`config.mk`:
```
export PLATFORM = sky130hd
export DESIGN_NAME = fixed_priority_task_scheduler_top
export DESIGN_NICKNAME = d
export VERILOG_FILES = /design/src/rtl/core/fpts_pkg.sv /design/src/rtl/core/fpts_sub.sv /design/src/rtl/core/fixed_priority_task_scheduler_top.sv
export SDC_FILE = /design/constraint.sdc
export NUM_CORES = 1
export LEC_CHECK = 0
export BUFFER_PORTS_ARGS = -buffer_cell sky130_fd_sc_hd__buf_2
export CAP_MARGIN = 40
export CELL_PAD_IN_SITES_DETAIL_PLACEMENT = 1
export CELL_PAD_IN_SITES_GLOBAL_PLACEMENT = 2
export CORE_ASPECT_RATIO = 2
export CORE_MARGIN = 3
export CORE_UTILIZATION = 30
export CTS_CLUSTER_SIZE = 12
export DETAILED_ROUTE_END_ITERATION = 12
export PLACE_DENSITY = 0.61
export SLEW_MARGIN = 10
export SYNTH_ARGS = -nofsm -noshare
export SYNTH_HDL_FRONTEND = slang
export SYNTH_SLANG_ARGS = --single-unit
```
`constraint.sdc`:
```
create_clock -name clock -period 6 [get_ports clock]
set_clock_uncertainty 0.15 [all_clocks]
set_input_delay 0 -clock clock [delete_from_list [all_inputs] [get_ports clock]]
set_output_delay 0 -clock clock [all_outputs]
set_load 0.02 [all_outputs]
```
`src/rtl/core/fpts_pkg.sv`:
```
// Shared types, constants and operation codes of the fixed priority task scheduler.
// No dependencies; imported by fpts_sub and fixed_priority_task_scheduler_top.
package fpts_pkg;

   // Task slots: slot 0 is the main loop, slots 1..MAX_TASKS are created tasks
   localparam int MAX_TASKS = 7;
   localparam int SLOT_W    = 3;
   localparam int NSLOTS    = MAX_TASKS + 1;
   localparam int ADDR_W    = 16;
   localparam int FRAME_W   = 8;

   typedef logic [SLOT_W-1:0] slot_type;
   typedef logic [ADDR_W-1:0] addr_type;

   // Operation codes
   typedef logic [2:0] op_type;
   localparam op_type OP_INIT     = 3'd0;
   localparam op_type OP_CREATE   = 3'd1;
   localparam op_type OP_IDLE     = 3'd2;
   localparam op_type OP_SET_RUN  = 3'd3;
   localparam op_type OP_SCHEDULE = 3'd4;

   // Configuration register indexes
   typedef logic [1:0] csr_idx_type;
   localparam csr_idx_type CSR_STACK_BASE  = 2'd0;
   localparam csr_idx_type CSR_STACK_FLOOR = 2'd1;
   localparam csr_idx_type CSR_FRAME_SIZE  = 2'd2;

   // Reset values
   localparam addr_type            STACK_BASE_RST  = 16'd2047;
   localparam addr_type            STACK_FLOOR_RST = 16'd1024;
   localparam logic [FRAME_W-1:0]  FRAME_SIZE_RST  = 8'd9;

   // Result of the shared subtractor
   typedef struct packed {
      addr_type diff;
      logic     borrow;
      logic     zero;
   } sub_res_type;

endpackage

```
`src/rtl/core/fpts_sub.sv`:
```
// Shared 16-bit subtract unit with borrow and zero flags.
// Depends on fpts_pkg.
module fpts_sub
   import fpts_pkg::*;
(
   input  addr_type    a,
   input  addr_type    b,
   output sub_res_type res
);

   logic [ADDR_W:0] wide;

   // a - b with one extra bit for the borrow
   assign wide       = {1'b0, a} - {1'b0, b};
   assign res.diff   = wide[ADDR_W-1:0];
   assign res.borrow = wide[ADDR_W];
   assign res.zero   = (wide[ADDR_W-1:0] == '0);

endmodule

```
`src/rtl/core/fixed_priority_task_scheduler_top.sv`:
```
// Top level of the fixed priority task scheduler: sequencer, task state, result register.
// Depends on fpts_pkg and fpts_sub.
//
//  channel | direction | handshake          | payload
//  req     | in        | req_valid/req_stall | op, mem_size, task_index, current_context
//  rsp     | out       | rsp_valid/rsp_stall | created_index, switched, next_task,
//          |           |                     | load_context, run_mask
//  csr     | in        | csr_write           | csr_index, csr_data
//
// One request at a time: init, idle and set run go from the execute state straight to done;
// create makes five passes through the one shared subtractor and ends early when no slot
// is left or when a short stack has no room left above the floor; schedule scans, then switches
// (the priority scan tests one slot per cycle, from the highest created slot down).
// Reset is synchronous and active high; no clearing pass is needed.
// A finished result waits in the output register while rsp_stall is high; the next
// request is taken meanwhile and holds in its last cycle until the register frees.
module fixed_priority_task_scheduler_top
   import fpts_pkg::*;
(
   input  logic                clock,
   input  logic                reset,
   // request channel
   input  logic                req_valid,
   output logic                req_stall,
   input  logic [2:0]          req_op,
   input  logic [15:0]         req_mem_size,
   input  logic [2:0]          req_task_index,
   input  logic [15:0]         req_current_context,
   // result channel
   output logic                rsp_valid,
   input  logic                rsp_stall,
   output logic [2:0]          rsp_created_index,
   output logic                rsp_switched,
   output logic [2:0]          rsp_next_task,
   output logic [15:0]         rsp_load_context,
   output logic [7:0]          rsp_run_mask,
   // configuration port
   input  logic                csr_write,
   input  logic [1:0]          csr_index,
   input  logic [15:0]         csr_data
);

   // Sequencer states
   localparam logic [3:0] ST_IDLE    = 4'd0;
   localparam logic [3:0] ST_EXEC    = 4'd1;
   localparam logic [3:0] ST_C_DIFF  = 4'd2;
   localparam logic [3:0] ST_C_FLOOR = 4'd3;
   localparam logic [3:0] ST_C_ROOM  = 4'd4;
   localparam logic [3:0] ST_C_CTX   = 4'd5;
   localparam logic [3:0] ST_C_OFFS  = 4'd6;
   localparam logic [3:0] ST_SCAN    = 4'd7;
   localparam logic [3:0] ST_SWITCH  = 4'd8;
   localparam logic [3:0] ST_DONE    = 4'd9;

   logic [3:0]          state_ff, state_in;

   // Configuration
   addr_type            stack_base_ff, stack_floor_ff;
   logic [FRAME_W-1:0]  frame_size_ff;

   // Task state
   logic [NSLOTS-1:0]   running_ff, running_in;
   addr_type            context_ff [NSLOTS];
   addr_type            offset_ff, offset_in;
   slot_type            count_ff, count_in;
   slot_type            current_ff, current_in;

   // Latched request
   op_type              op_ff;
   addr_type            mem_ff;
   slot_type            tix_ff;
   addr_type            ctx_ff;

   // Work registers
   slot_type            pick_ff, pick_in;
   addr_type            diff_ff, diff_in;
   logic                neg_ff, neg_in;
   logic                short_ff, short_in;
   addr_type            req_ff, req_in;
   slot_type            res_created_ff, res_created_in;
   logic                res_switch_ff, res_switch_in;
   addr_type            res_load_ff, res_load_in;

   // Context write port
   logic                ctx_we;
   slot_type            ctx_waddr;
   addr_type            ctx_wdata;

   // Output register
   logic                rsp_valid_ff, rsp_valid_in;
   logic                out_load;
   logic                out_free;

   // Shared subtractor
   addr_type            sub_a, sub_b;
   sub_res_type         sub_res;
   slot_type            new_slot;
   logic                req_xfer;

   assign req_stall = (state_ff != ST_IDLE);
   assign req_xfer  = req_valid && !req_stall;
   assign new_slot  = count_ff + 1'b1;
   assign out_free  = !rsp_valid_ff || !rsp_stall;

   // Operand selection for the shared subtractor
   always_comb begin
      sub_a = offset_ff;
      sub_b = stack_floor_ff;
      case (state_ff)
         ST_C_DIFF:  sub_b = mem_ff;
         ST_C_FLOOR: begin
            sub_a = diff_ff;
            sub_b = stack_floor_ff;
         end
         ST_C_ROOM:  sub_b = stack_floor_ff;
         ST_C_CTX:   sub_b = {{(ADDR_W-FRAME_W){1'b0}}, frame_size_ff};
         ST_C_OFFS:  sub_b = req_ff;
         default:    sub_b = stack_floor_ff;
      endcase
   end

   fpts_sub u_sub (
      .a   (sub_a),
      .b   (sub_b),
      .res (sub_res)
   );

   // Sequencer
   always_comb begin
      state_in       = state_ff;
      running_in     = running_ff;
      offset_in      = offset_ff;
      count_in       = count_ff;
      current_in     = current_ff;
      pick_in        = pick_ff;
      diff_in        = diff_ff;
      neg_in         = neg_ff;
      short_in       = short_ff;
      req_in         = req_ff;
      res_created_in = res_created_ff;
      res_switch_in  = res_switch_ff;
      res_load_in    = res_load_ff;
      ctx_we         = 1'b0;
      ctx_waddr      = current_ff;
      ctx_wdata      = ctx_ff;
      out_load       = 1'b0;
      case (state_ff)
         ST_IDLE: begin
            if (req_xfer) begin
               state_in = ST_EXEC;
            end
         end
         ST_EXEC: begin
            res_created_in = '0;
            res_switch_in  = 1'b0;
            res_load_in    = '0;
            pick_in        = count_ff;
            state_in       = ST_DONE;
            case (op_ff)
               OP_INIT: begin
                  offset_in     = stack_base_ff;
                  count_in      = '0;
                  current_in    = '0;
                  running_in[0] = 1'b1;
               end
               OP_CREATE:   state_in = ST_C_DIFF;
               OP_IDLE:     running_in[current_ff] = 1'b0;
               OP_SET_RUN: begin
                  if (32'(tix_ff) <= MAX_TASKS) begin
                     running_in[tix_ff] = 1'b1;
                  end
               end
               OP_SCHEDULE: state_in = ST_SCAN;
               default:     state_in = ST_DONE;
            endcase
         end
         // offset - mem; a borrow means the request overruns address zero
         ST_C_DIFF: begin
            diff_in  = sub_res.diff;
            neg_in   = sub_res.borrow;
            state_in = (32'(count_ff) == MAX_TASKS) ? ST_DONE : ST_C_FLOOR;
         end
         // short of stack when below the floor
         ST_C_FLOOR: begin
            short_in = neg_ff || sub_res.borrow;
            state_in = ST_C_ROOM;
         end
         // when short, cut the request to the room left above the floor; no room ends the create
         ST_C_ROOM: begin
            req_in   = mem_ff;
            state_in = ST_C_CTX;
            if (short_ff) begin
               req_in = sub_res.diff;
               if (sub_res.borrow || sub_res.zero) begin
                  state_in = ST_DONE;
               end
            end
         end
         // initial context of the new slot
         ST_C_CTX: begin
            ctx_we               = 1'b1;
            ctx_waddr            = new_slot;
            ctx_wdata            = sub_res.diff;
            running_in[new_slot] = 1'b0;
            count_in             = new_slot;
            state_in             = ST_C_OFFS;
         end
         ST_C_OFFS: begin
            offset_in      = sub_res.diff;
            res_created_in = count_ff;
            state_in       = ST_DONE;
         end
         // one slot a cycle, highest priority first
         ST_SCAN: begin
            if (pick_ff == '0 || running_ff[pick_ff]) begin
               state_in = ST_SWITCH;
            end else begin
               pick_in = pick_ff - 1'b1;
            end
         end
         ST_SWITCH: begin
            if (pick_ff != current_ff) begin
               ctx_we        = 1'b1;
               ctx_waddr     = current_ff;
               ctx_wdata     = ctx_ff;
               res_load_in   = context_ff[pick_ff];
               res_switch_in = 1'b1;
               current_in    = pick_ff;
            end
            state_in = ST_DONE;
         end
         ST_DONE: begin
            if (out_free) begin
               out_load = 1'b1;
               state_in = ST_IDLE;
            end
         end
         default: state_in = ST_IDLE;
      endcase
   end

   // Result valid
   always_comb begin
      rsp_valid_in = rsp_valid_ff;
      if (out_load) begin
         rsp_valid_in = 1'b1;
      end else if (rsp_valid_ff && !rsp_stall) begin
         rsp_valid_in = 1'b0;
      end
   end

   // Control and task state
   always_ff @(posedge clock) begin
      if (reset) begin
         state_ff       <= ST_IDLE;
         rsp_valid_ff   <= 1'b0;
         running_ff     <= NSLOTS'(1);
         offset_ff      <= STACK_BASE_RST;
         count_ff       <= '0;
         current_ff     <= '0;
         stack_base_ff  <= STACK_BASE_RST;
         stack_floor_ff <= STACK_FLOOR_RST;
         frame_size_ff  <= FRAME_SIZE_RST;
      end else begin
         state_ff     <= state_in;
         rsp_valid_ff <= rsp_valid_in;
         running_ff   <= running_in;
         offset_ff    <= offset_in;
         count_ff     <= count_in;
         current_ff   <= current_in;
         if (csr_write) begin
            case (csr_index)
               CSR_STACK_BASE:  stack_base_ff  <= csr_data;
               CSR_STACK_FLOOR: stack_floor_ff <= csr_data;
               CSR_FRAME_SIZE:  frame_size_ff  <= csr_data[FRAME_W-1:0];
               default:         ;
            endcase
         end
      end
   end

   // Payload and work registers
   always_ff @(posedge clock) begin
      if (req_xfer) begin
         op_ff  <= req_op;
         mem_ff <= req_mem_size;
         tix_ff <= req_task_index;
         ctx_ff <= req_current_context;
      end
      pick_ff        <= pick_in;
      diff_ff        <= diff_in;
      neg_ff         <= neg_in;
      short_ff       <= short_in;
      req_ff         <= req_in;
      res_created_ff <= res_created_in;
      res_switch_ff  <= res_switch_in;
      res_load_ff    <= res_load_in;
      if (ctx_we) begin
         context_ff[ctx_waddr] <= ctx_wdata;
      end
      if (out_load) begin
         rsp_created_index <= res_created_ff;
         rsp_switched      <= res_switch_ff;
         rsp_next_task     <= current_ff;
         rsp_load_context  <= res_load_ff;
         rsp_run_mask      <= running_ff;
      end
   end

   assign rsp_valid = rsp_valid_ff;

`ifndef ASSERT_OFF
   // Created slot count never passes the number of task slots
   a_count_bound: assert property (@(posedge clock) disable iff (reset)
      32'(count_ff) <= MAX_TASKS)
      else $error("created slot count out of range");

   // The scan never looks above the highest created slot
   a_scan_bound: assert property (@(posedge clock) disable iff (reset)
      (state_ff == ST_SCAN) |-> (pick_ff <= count_ff))
      else $error("scan pointer above created slots");

   // A switch result never also reports a created slot
   a_switch_excl: assert property (@(posedge clock) disable iff (reset)
      (rsp_valid_ff && rsp_switched) |-> (rsp_created_index == '0))
      else $error("switch and create in one result");

   // A created slot starts idle
   a_new_idle: assert property (@(posedge clock) disable iff (reset)
      (state_ff == ST_C_CTX) |=> !running_ff[count_ff])
      else $error("new slot not idle");
`endif

endmodule
```
Word-level counts from Yosys, hierarchy flattened. Memories as Yosys holds them, arrays and structs flattened. A register that Yosys moved wholly into a read port is not among the register bits. Index checks and enable logic that the tools add are counted.

Memories kept: 1. Input bits: 61. Register bits: 201. Output and inout bits: 33. RAM bits: 128. Word-level logic and storage cells: 149.

Memories: context_ff (depth 8, width 16, read ports 1, clocked after memory_dff 1, wr ports 1, line fixed_priority_task_scheduler_top.sv:63) `addr_type context_ff [NSLOTS];`.

Add/subtract/negate cells: 3. Reductions and logical operators: 35. Mux-type cells: 46. Order comparisons: 7. Eq/ne operators: 25. Bitwise gates (word level): 5.

Operator list (number): two-way mux 16 bit (5); case mux 16 bit (2 select lines) (2); case mux 16 bit (3 select lines) (1); case mux 4 bit (9 select lines) (1); two-way mux 4 bit (6); case mux 3 bit (2 select lines) (4); AND reduction 2 bit (9); subtractor 16 x 16 -> 17 bit (1); bitwise AND 8 bit (2); == test 4 x 3 -> 1 bit, second input constant (4); logical NOT 16 bit (1); < comparator 3 x 4 -> 1 bit, second input constant (4); NOT 8 bit (2); case mux 8 bit (2 select lines) (1); two-way mux 3 bit (5); case mux 7 bit (2 select lines) (1); two-way mux 1 bit (12); != test 2 bit, second input constant (5); nonzero test 2 bit (5); demux 1 bit (select 3 bit) (3); >= comparator 3 x 1 -> 1 bit, second input constant (3); == test 4 x 2 -> 1 bit, second input constant (2); == test 4 bit, second input constant (2); OR 8 bit (1); other kinds (25) (39).

Depth between registers and ports, before layout. Gate-level depths: netlist (run 1).

Depth in word-level cells: 8. Gate-level depth with buffers: 20. Mapped depth without buffers: 18.

Modules after synthesis. A second synthesis (run 1) with hierarchy kept.

Cell total of the unflattened synthesis: 1061. Area, all modules: 14312.5 sq um.

By module, submodules not included: fixed_priority_task_scheduler_top (area an instance 13330.3 sq um, cells an instance 916, times used 1); fpts_sub (area an instance 982.2 sq um, cells an instance 145, times used 1).

Least setup slack after synthesis (run 1). No wires, ideal clock.

Path kind: register to register. Start: register state_ff[1]. End: register state_ff[2]. Arrival time: 3989 ps. Cell stages (with the launch flop): 15. Path slack: 1766 ps. Period minus slack after synthesis: 4234 ps. Library setup time: 96 ps. Path through: dfxtp_1 clkbuf_1 nor4bb_1 clkbuf_1 buf_1 mux2_2 ha_1 a21o_1 a22o_1 or4_4 o211a_4 xor2_1 nor2_1 and3b_1 o41ai_2.

RTL lines: start: declaration (line fixed_priority_task_scheduler_top.sv:55) `logic [3:0] state_ff, state_in;`; start signal: assignment (line fixed_priority_task_scheduler_top.sv:265) `state_ff <= state_in;`.

==> impl_results.md, run 1 <==
- Final hold vios: 0
- Overall die area: 49740 um^2
- Drt pass-1 iters: 4
- Max Cap Viol: 0
- GR Overflow Total: 0
- CP max FO: 23
- CP max stage delay: 530 ps
- Most frequent cells in the layout: edfxtp_1, nand2_1, buf_2
- Fillers: 4948
- Commonest non-fill, non-tap cell in the layout: edfxtp_1
- DRC Markers: 0
- CTS tree: done
- Final setup vio count: 0
- WL per Instance: 22.61 um
- Largest net degree at the start of global routing: 43
- Final ANT Viol Nets: 0
- First-pass GRT wire length: 64500 um
- Cell Chain, Critical Path: nor2_1 > and2_0 > buf_4 > nand2b_1 > inv_1 > nand2_1 > nand2_1 > ha_1 > inv_1 > fa_1 > a21oi_1 > o221ai_1 > a311oi_1 > o211ai_1 > xor2_1 > nor2_1 > and3b_1 > o41ai_2
- CP max-delay cell: a311oi_1
- Pre-CTS setup slack: 848.7 ps
- Yosys reg bits: 332
- Dominant synthesized flop cell: edfxtp_1
- Post-synth EDFFs: 254
- Clock Tree Buf Depth: 3
- Lkg Pwr: 6.049 nW
- Initial cell density of the core: 30.55%
- Layout cells sized above 1: 20.27%
- Status: finished clean
- Multi-input logic area: 4607 um^2
- Critical path class: flop to flop
- RSZ-0062 raised after global routing: no
- Slew headroom: 38.80%
- Number of port buffers: 93
- VDD IR max: 237.2 uV
- Setup bufs post-CTS: 0
- N_diodes: 0
- Sink Count: 332
- Synth Cell Area: 14080 um^2
- Startpoint Class: flop
- Synthesized netlist cell count: 1050
- Setup TNS: 0 ps
- Core area: 46110 um^2
- WL final: 42490 um
- CP endpoint kind: flop
- Syn. warnings: 0
- Area Growth Syn to Fin: 23.21%
- Mapped Avg Cell Area: 13.41 um^2
- CTS buffer count: 35
- Worst-skew pair later-pin latency: 550 ps
- Worst Max-Slew Pin Slew: 908.3 ps
- Antenna violations before repair: 0
- Vias per cell: 4.999
- GPL Wtd Cong: 0.8448
- Period Utilization, post-route: 84.83%
- Pins Over Slew Limit: 0
- Min-Delay Path Class: primary input to flop
- Critical path required time: 6280 ps
- Final WS setup: 910.1 ps
- Hold_ws: 8.409 ps
- DIE WIDTH: 159.2 um
- FFs w/ async S/R, synth: 0%
- Reg clk slew, reported paths: 60 ps
- Io pins: 94
- Fmax: 0.1965 GHz
- Syn Nets: 1132
- Arr. time, crit path: 5370 ps
- H-tree depth: 2
- Count of cell types in the netlist: 66
- Row Count: 111
- Vias in the first global route: 10488
- Die Y: 312.4 um
- Final Net Count: 1320
- Reg area: 9191 um^2
- Post_cts resized: 0
- Total Routing Usage GR: 17.01%
- Overall Power: 0.007048 W
- Via count: 9393
- Post-Route Utilization: 37.64%
- PD cells: 406.1 nW/um^2
- Clock root buffer: clkbuf_16
- Fin crit period: 5090 ps
- Post-DP HPWL: 29960 um
- Sequential fraction of the synthesis area: 65.24%
- DRT iter0 DRCs: 359
-- sequential cells by signal, summed over array words and instances, names as in the netlist, 4 cells and up, named ones only --
register          cells
req_ff               16
context_ff          128
running_ff            8
rsp_run_mask          8
res_load_ff          16
state_ff              4
ctx_ff               16
diff_ff              16
stack_floor_ff       16
mem_ff               16
rsp_load_context     16
offset_ff            16
frame_size_ff         8
stack_base_ff        16
-- synth_stat cells, types with 3 or more instances --
library cell,number,area share (%)
edfxtp_1,254,54
nand2_1,113,3.0
nor2_1,84,2.2
dfxtp_1,78,11
a21oi_1,61,2.2
clkbuf_1,47,1.3
o21ai_0,39,1.4
mux4_2,34,5.4
inv_1,28,0.75
mux2i_1,28,2.0
mux2_2,27,2.2
ha_1,20,1.8
nor2b_1,19,0.84
nand3_1,14,0.50
a211o_1,13,0.81
a22oi_1,13,0.69
a221oi_1,12,0.75
a22o_1,12,0.75
and3_1,11,0.49
o221ai_1,11,0.68
buf_1,10,0.27
nor3_1,10,0.36
a31oi_1,8,0.36
nand2b_1,8,0.36
xnor2_1,7,0.44
a21o_1,6,0.32
and2_1,6,0.27
nand3b_1,6,0.32
or2_2,6,0.27
nor3b_1,5,0.27
xor2_1,5,0.31
a32oi_1,4,0.25
and3b_1,4,0.25
o2111ai_1,4,0.25
or3_1,4,0.18
a211oi_1,3,0.16
o211ai_1,3,0.16
-- metal layers --
metal	up-vias	routed length, um	track usage, %
met3	57	1204	1.923
met1	4817	15790	18.11
met5	-	0	0
li1	4343	-	-
met4	0	1282	5.537
met2	176	24210	34.19
-- logic make-up (layout without fill, tap and decap cells) --
kind of cell / Yosys count / after routing / share of synthesized area, %
DFF: 332 / 332 / 65.24
and+or+nand+nor: 304 / 304 / 10.29
AOI/OAI and AO/OA: 206 / 206 / 9.923
muxes: 89 / 89 / 9.585
buffers and inverters: 86 / 294 / 2.301
adders and majority gates: 21 / 21 / 1.919
xor gates and xnor gates: 12 / 12 / 0.7462
-- power by group --
part | total [W] | switching (W) | internal [W]
Combinational | 0.00188 | 0.00116 | 0.000719
Sequential | 0.00309 | 0.000176 | 0.00291
Clock | 0.00208 | 0.000917 | 0.00116
-- worst max-delay path: cells and delay by family (launching register included) --
family	cells	cell delay, ps
buffers and inverters	3	820
AOI/OAI and AO/OA	5	1310
and+or+nand+nor	7	1140
xor gates and xnor gates	1	500
adders and majority gates	2	620
DFF	1	430
-- stage by stage --
step,std cells,instance area [um^2]
floorplan,1050,14080
global placement,1733,15350
detailed placement,1742,15490
CTS,1879,17350
global route,1879,17350
finish,1879,17350
-- final cells by class --
cell class	count	area share (%)
Inverter	28	0.6056
Multi-Input combinational cell	632	26.55
Sequential cell	332	52.96
Clock buffer	53	5.782
Tap cell	621	4.477
Clock inverter	4	0.3244
Timing Repair Buffer	209	9.301
-- path summary, 6_finish.rpt --
check,startpoint,endpoint,slack (ps),cells after the start
hold reg to reg,res_created_ff[0],rsp_created_index[0],270,0
setup reg to reg,state_ff[3],state_ff[2],910,18
hold / removal,csr_write,stack_floor_ff[15],8,4
setup / recovery,state_ff[3],state_ff[2],910,18
-- repair_timing --
item	CTS	global route
hold buffers	80	0
endpoints found under the hold margin	112	0
endpoints found under the setup margin	0	0
Power figures use the tool's default switching activity.
==> inputs of run 2 (changes only) <==
==> constraint.sdc (replaced) <==
create_clock -name clock -period 4.94 [get_ports clock]
set_clock_uncertainty 0.15 [all_clocks]
set_input_delay 0 -clock clock [delete_from_list [all_inputs] [get_ports clock]]
set_output_delay 0 -clock clock [all_outputs]
set_load 0.02 [all_outputs]
==> impl_results.md, run 2 (synthesis gave the netlist of run 1 again) <==
- Status: finished clean
- PD cells: 497.3 nW/um^2 (+22%)
- Min-Delay Path Class: primary input to flop
- Setup TNS: 0 ps (unchanged)
- Post-DP HPWL: 30400 um (+1.5%)
- CP endpoint kind: flop
- Post-placement cell area: 15570 um^2 (+0.52%)
- Fmax: 0.2234 GHz (+14%)
- Vias per cell: 4.921 (-1.6%)
- Critical path class: flop to flop
- Met3 WL: 1066 um (-11%)
- CTS tree: done
- Final setup vio count: 0 (unchanged)
- Critical path required time: 5250 ps (-1030 ps)
- DIE WIDTH: 159.2 um (unchanged)
- Largest net degree at the start of global routing: 36 (-16%)
- Post_cts resized: 0 (unchanged)
- Overall Power: 0.008734 W (+24%)
- Post-Route Utilization: 38.09% (+0.46 points)
- Worst-skew pair later-pin latency: 550 ps (about the same)
- Number of cells on the worst reg-to-reg path: 15 (-3)
- Setup bufs post-CTS: 0 (unchanged)
- Overall die area: 49740 um^2 (unchanged)
- Clock Tree Buf Depth: 3 (unchanged)
- R2r setup slk: 460 ps (-450 ps)
- Commonest non-fill, non-tap cell in the layout: edfxtp_1
- GPL Wtd Cong: 0.8223 (-2.7%)
- H-tree depth: 2 (unchanged)
- Hold-fix buffers, CTS: 86 (+7.5%)
- Final hold vios: 0 (unchanged)
- Design Area, Final: 17560 um^2 (+1.2%)
- Pins Over Slew Limit: 0 (unchanged)
- Final ANT Viol Nets: 0 (unchanged)
- Antenna violations before repair: 0 (unchanged)
- Worst Max-Slew Pin Slew: 895.8 ps (-12.56 ps)
- Drt pass-1 iters: 4 (unchanged)
- Number of port buffers: 93 (unchanged)
- Reg clk slew, reported paths: 70 ps (about the same)
- Min-Delay Path Depth: 4 (unchanged)
- Met2 wire len: 24640 um (+1.8%)
- Most flop-heavy register: context_ff
- Period Utilization, post-route: 90.60% (+5.8 points)
- N_diodes: 0 (unchanged)
- Row Count: 111 (unchanged)
- CP max FO: 7 (-70%)
- Die Y: 312.4 um (unchanged)
- GR Overflow Total: 0 (unchanged)
- CP max stage delay: 590 ps (+60 ps)
- Final Net Count: 1339 (+1.4%)
- Layout cells sized above 1: 21.41% (+1.1 points)
- Most frequent cells in the layout: edfxtp_1, nand2_1, buf_2
- Hold_ws: 18.28 ps (+9.867 ps)
- Worst R2R End: state_ff[2]
- Initial cell density of the core: 30.55% (unchanged)
- CTS buffer count: 36 (+2.9%)
- Via count: 9354 (-0.42%)
- Highest routed layer: met4
- WL final: 42390 um (-0.24%)
- Cell Chain, Critical Path: nor2_1 > nand2_1 > buf_4 > nor2_1 > o21ai_0 > o221ai_1 > ha_1 > and3_1 > a22o_1 > or4_4 > o211a_4 > xor2_1 > nor2_1 > and3b_1 > o41ai_2
- WL per Instance: 22.30 um (-1.4%)
- R2r startpoint: state_ff[3]
- Area Growth Syn to Fin: 24.70%
- CP max-delay cell: xor2_1
- WL met1: 15310 um (-3.1%)
- VDD IR max: 219.2 uV (-7.6%)
- Max Cap Viol: 0 (unchanged)
- Fin crit period: 4476 ps (-614.1 ps)
- DRT iter0 DRCs: 407 (+13%)
- Clock root buffer: clkbuf_16
- Slew headroom: 39.65% (+0.85 points)
- Startpoint Class: flop
- Hold endpoint: stack_floor_ff[13]
- Sink Count: 332 (unchanged)
- First-pass GRT wire length: 63490 um (-1.6%)
- Io pins: 94 (unchanged)
- Min-delay src: csr_index[1]
- DRC Markers: 0 (unchanged)
- RSZ-0062 raised after global routing: no
- Worst path most repeated cell: nor2_1
- Max FFs per register: 128 (unchanged)
- Core area: 46110 um^2 (unchanged)
- Total Routing Usage GR: 16.93% (-0.081 points)
- Arr. time, crit path: 4790 ps (-580 ps)
- Lkg Pwr: 6.180 nW (+2.2%)
- Vias in the first global route: 10372 (-1.1%)
-- run 2: changes by cell type in the layout (fill, tap and decap cells not counted), moves of 3 or more --
cell           before  now
clkbuf_16          35   38
buf_12              1    4
buf_4              27   41
dlygate4sd3_1      80   86
clkinv_2            0    4
-- run 2: where the power goes --
part           leakage (nW)  switching (W)  internal, W
Combinational          2.67        0.00147     0.000935
Sequential             2.96       0.000187      0.00354
Clock                 0.557        0.00112      0.00149
-- run 2: per-layer routing --
layer	vias to the layer above	GRT usage [%]
met4	0	6.015
met5	-	0
met1	4745	17.14
met3	67	1.883
met2	158	34.82
li1	4384	-
-- run 2: layout make-up --
cell class	count	area (um^2)
repair buffers	227	1755
multi-input cells	632	4607
inverters	28	105.1
well taps	621	777.0
fillers	4900	28540
flip-flops and latches	332	9191
clock buffers	53	1057
clock inverters	8	71.32
-- run 2: how the worst max path moves through the flow --
| stage | from | end | slack, ps | cells after the start |
|---|---|---|---|---|
| 2_1_floorplan | state_ff[1] | state_ff[2] | 710 | 14 |
| 3_3_place_gp | state_ff[1] | state_ff[2] | 520 | 12 |
| 3_5_place_dp | state_ff[1] | state_ff[2] | 490 | 12 |
| 4_1_cts | state_ff[3] | state_ff[3] | 460 | 13 |
| 5_1_grt | state_ff[3] | context_ff[0][9] | 190 | 13 |
| 6_report | state_ff[3] | state_ff[2] | 460 | 15 |
-- run 2: critical path: cells and delay by family, from the launching register on --
family	cells	cell delay, ps
AND/OR/NAND/NOR	7	1740
AO/OA/AOI/OAI	5	910
adder cells (fa/ha/maj)	1	380
buffers and inverters	1	300
flip-flops	1	320
XOR/XNOR	1	590
-- run 2: metrics by stage --
stage | worst slack (ps) | std cells
2_1_floorplan | 705.6 | 1050
3_3_place_gp | 515.0 | 1747
3_5_place_dp | 486.5 | 1754
4_1_cts | 463.9 | 1901
5_1_grt | 185.3 | 1901
6_report | 464.2 | 1901
==> inputs of run 3 (changes only) <==
--- a/config.mk
+++ b/config.mk
@@ -18,4 +18,5 @@
 export SLEW_MARGIN = 10
 export SYNTH_ARGS = -nofsm -noshare
 export SYNTH_HDL_FRONTEND = slang
+export SYNTH_HIERARCHICAL = 1
 export SYNTH_SLANG_ARGS = --single-unit
==> impl_results.md, run 3 <==
- Vias in the first global route: 10224 (-1.4%)
- Max FFs per register: 128 (unchanged)
- Pins Over Slew Limit: 0 (unchanged)
- Worst-skew pair later-pin latency: 530 ps (-20 ps)
- Sink Count: 332 (unchanged)
- WL final: 39490 um (-6.8%)
- Lkg Pwr: 6.314 nW (+2.2%)
- RSZ-0062 raised after global routing: no
- Top-count cell post-synth: edfxtp_1
- Mapped Avg Cell Area: 13.49 um^2 (+0.56%)
- CP endpoint kind: flop
- Worst path most repeated cell: a21oi_1
- DRC Markers: 0 (unchanged)
- CP max FO: 11 (+4)
- GPL Wtd Cong: 0.8502 (+3.4%)
- Post-Route Utilization: 38.09% (about the same)
- Count of cell types in the netlist: 70 (+6.1%)
- FFs w/ async S/R, synth: 0% (unchanged)
- Origin of the worst setup path: state_ff[2]
- GR Overflow Total: 0 (unchanged)
- Status: finished clean
- Post-synth top cells: edfxtp_1, nand2_1, dfxtp_1, nor2_1, a21oi_1
- Final ANT Viol Nets: 0 (unchanged)
- Min-Delay Path Class: primary input to flop
- Dominant synthesized flop cell: edfxtp_1
- Commonest non-fill, non-tap cell in the layout: edfxtp_1
- Synthesized netlist cell count: 1061 (+1.0%)
- Core area: 46950 um^2 (+1.8%)
- Fin crit period: 4641 ps (+165.3 ps)
- Period Utilization, post-route: 93.95% (+3.3 points)
- Io pins: 94 (unchanged)
- Initial cell density of the core: 30.49% (-0.059 points)
- PD cells: 380.4 nW/um^2 (-23%)
- DRT iter0 DRCs: 491 (+21%)
- Arr. time, crit path: 4940 ps (+150 ps)
- Overall Power: 0.006803 W (-22%)
- Area Growth Syn to Fin: 24.94%
- Clock root buffer: clkbuf_16
- Overall die area: 50520 um^2 (+1.6%)
- Sequential fraction of the synthesis area: 64.20% (-1.0 points)
- Largest area contributor in the netlist: edfxtp_1
- Critical path required time: 5240 ps (about the same)
- Worst Max-Slew Pin Slew: 834.5 ps (-61.25 ps)
- Startpoint Class: flop
- Number of cells on the worst reg-to-reg path: 18 (+3)
- WL per Instance: 20.54 um (-7.9%)
- Final Net Count: 1351 (+0.90%)
- Worst Setup EP: state_ff[3]
- Number of port buffers: 93 (unchanged)
- CP max stage delay: 440 ps (-150 ps)
- Yosys reg bits: 332 (unchanged)
- Syn Nets: 1143 (+0.97%)
- CTS buffer count: 35 (-2.8%)
- Vias per cell: 4.853 (-1.4%)
- Die Y: 314.9 um (+0.79%)
- Worst R2R End: state_ff[3]
- Drt pass-1 iters: 5 (+1)
- Fmax: 0.2155 GHz (-3.6%)
- Synth Cell Area: 14310 um^2 (+1.6%)
- Clock Tree Buf Depth: 3 (unchanged)
- First-pass GRT wire length: 59840 um (-5.7%)
- CTS tree: done
- Slew headroom: 44.23% (+4.6 points)
- Critical path class: flop to flop
- VDD IR max: 279.9 uV (+28%)
- Total Routing Usage GR: 15.39% (-1.5 points)
- R2r setup slk: 300 ps (-170 ps)
- H-tree depth: 2 (unchanged)
- Antenna violations before repair: 0 (unchanged)
- Via count: 9332 (-0.24%)
- N_diodes: 0 (unchanged)
- Syn. warnings: 6 (+6)
- Most frequent cells in the layout: edfxtp_1, nand2_1, buf_2
- Final setup vio count: 0 (unchanged)
- Reg clk slew, reported paths: 60 ps (about the same)
- Most flop-heavy register: context_ff
- Post-synth top area share: 53.29% (-0.86 points)
- CP max-delay cell: or3_4
- Final hold vios: 0 (unchanged)
- Max Cap Viol: 0 (unchanged)
- Post-synth EDFFs: 254 (unchanged)
- DIE WIDTH: 160.4 um (+0.77%)
- R2r startpoint: state_ff[2]
- Layout cells sized above 1: 24.54% (+3.1 points)
- Cell Chain, Critical Path: nand2b_2 > nor2_2 > buf_6 > mux2_2 > ha_1 > nor2b_1 > o31a_1 > o211ai_2 > nand2_1 > and4_4 > or3_4 > nor4b_4 > buf_4 > o211ai_1 > a21oi_1 > a21oi_1 > or2_2 > a211oi_2
- Post-DP HPWL: 28000 um (-7.9%)
- Setup TNS: 0 ps (unchanged)
- Ranking of synthesized cells by area: edfxtp_1, dfxtp_1, mux4_2
- Row Count: 112 (+0.90%)
- Fillers: 4953 (+1.1%)
- Reg area: 9196 um^2 (about the same)
- Multi-input logic area: 4806 um^2 (+4.3%)
- Largest net degree at the start of global routing: 43 (+19%)
## run 3: cell types whose count changed after synthesis, sizes merged, moves of 12 or more
cell,before,now
a222oi,0,16
buf,11,26
mux2,27,49
inv,28,40
a22o,12,0
## run 3: how the worst min path moves through the flow
stage	to	from	depth (start not counted)
floorplan	ctx_ff[0]	req_current_context[0]	0
global placement	mem_ff[4]	req_mem_size[4]	1
detailed placement	ctx_ff[14]	req_current_context[14]	1
CTS	mem_ff[9]	req_mem_size[9]	2
global route	mem_ff[14]	req_mem_size[14]	2
finish	mem_ff[9]	req_mem_size[9]	2
## run 3: kinds of logic (layout without fill, tap and decap cells)
kind of cell	after synthesis	in the layout	synth area share, %
buffers and inverters	104	339	2.955
muxes	117	117	11.41
DFF	332	332	64.20
AOI/OAI and AO/OA	169	169	8.322
xor gates and xnor gates	11	11	0.6731
adders and majority gates	21	21	1.888
and+or+nand+nor	307	307	10.55
## run 3: area by class of cell
type                            count  share of cell area [%]
Inverter                           40                  0.8396
Sequential cell                   332                   51.43
Multi-Input combinational cell    625                   26.88
Clock inverter                      5                  0.3638
Tap cell                          627                   4.387
Clock buffer                       59                   5.863
Timing Repair Buffer              235                   10.24
## run 3: timing repair
item,4_1_cts,5_1_grt
setup endpoints to repair,1,2
hold buffers,76,0
pin swaps,0,6
resized for setup,1,21
gates cloned,0,2
endpoints found under the hold margin,137,0
buffers inserted,0,7
## run 3: per-layer routing
metal | vias up | wire length (um) | global-route usage (%)
li1 | 4411 | - | -
met2 | 172 | 22960 | 31.25
met1 | 4689 | 14090 | 15.58
met3 | 60 | 1047 | 1.814
met5 | - | 0 | 0
met4 | 0 | 1399 | 5.962
## run 3: critical path, delay by kind of cell (launching register included)
| kind | cells | cell delay [ps] |
|---|---|---|
| AND/OR/NAND/NOR | 8 | 1910 |
| AO/OA/AOI/OAI | 6 | 1120 |
| multiplexers | 1 | 380 |
| flip-flops | 1 | 350 |
| buffers and inverters | 2 | 350 |
| adder cells (fa/ha/maj) | 1 | 290 |
## run 3: stage by stage
step | std cells | instance area, um^2 | hold WS (ps) | setup WS (ps)
after floorplan | 1061 | 14310 | -51.13 | 288.6
after global placement | 1770 | 15760 | 27.00 | 108.8
after detailed placement | 1774 | 15850 | 28.28 | 14.19
after CTS | 1914 | 17720 | 1.121 | 48.31
after global routing | 1923 | 17880 | 21.81 | 56.67
final | 1923 | 17880 | 30.82 | 298.9
## run 3: report_power, final
part / switching [W] / leakage, nW / internal (W)
combinational: 0.000527 / 2.82 / 0.000394
clock: 0.00110 / 0.534 / 0.00146
sequential: 0.000101 / 2.96 / 0.00322
total: 0.00173 / 6.31 / 0.00507
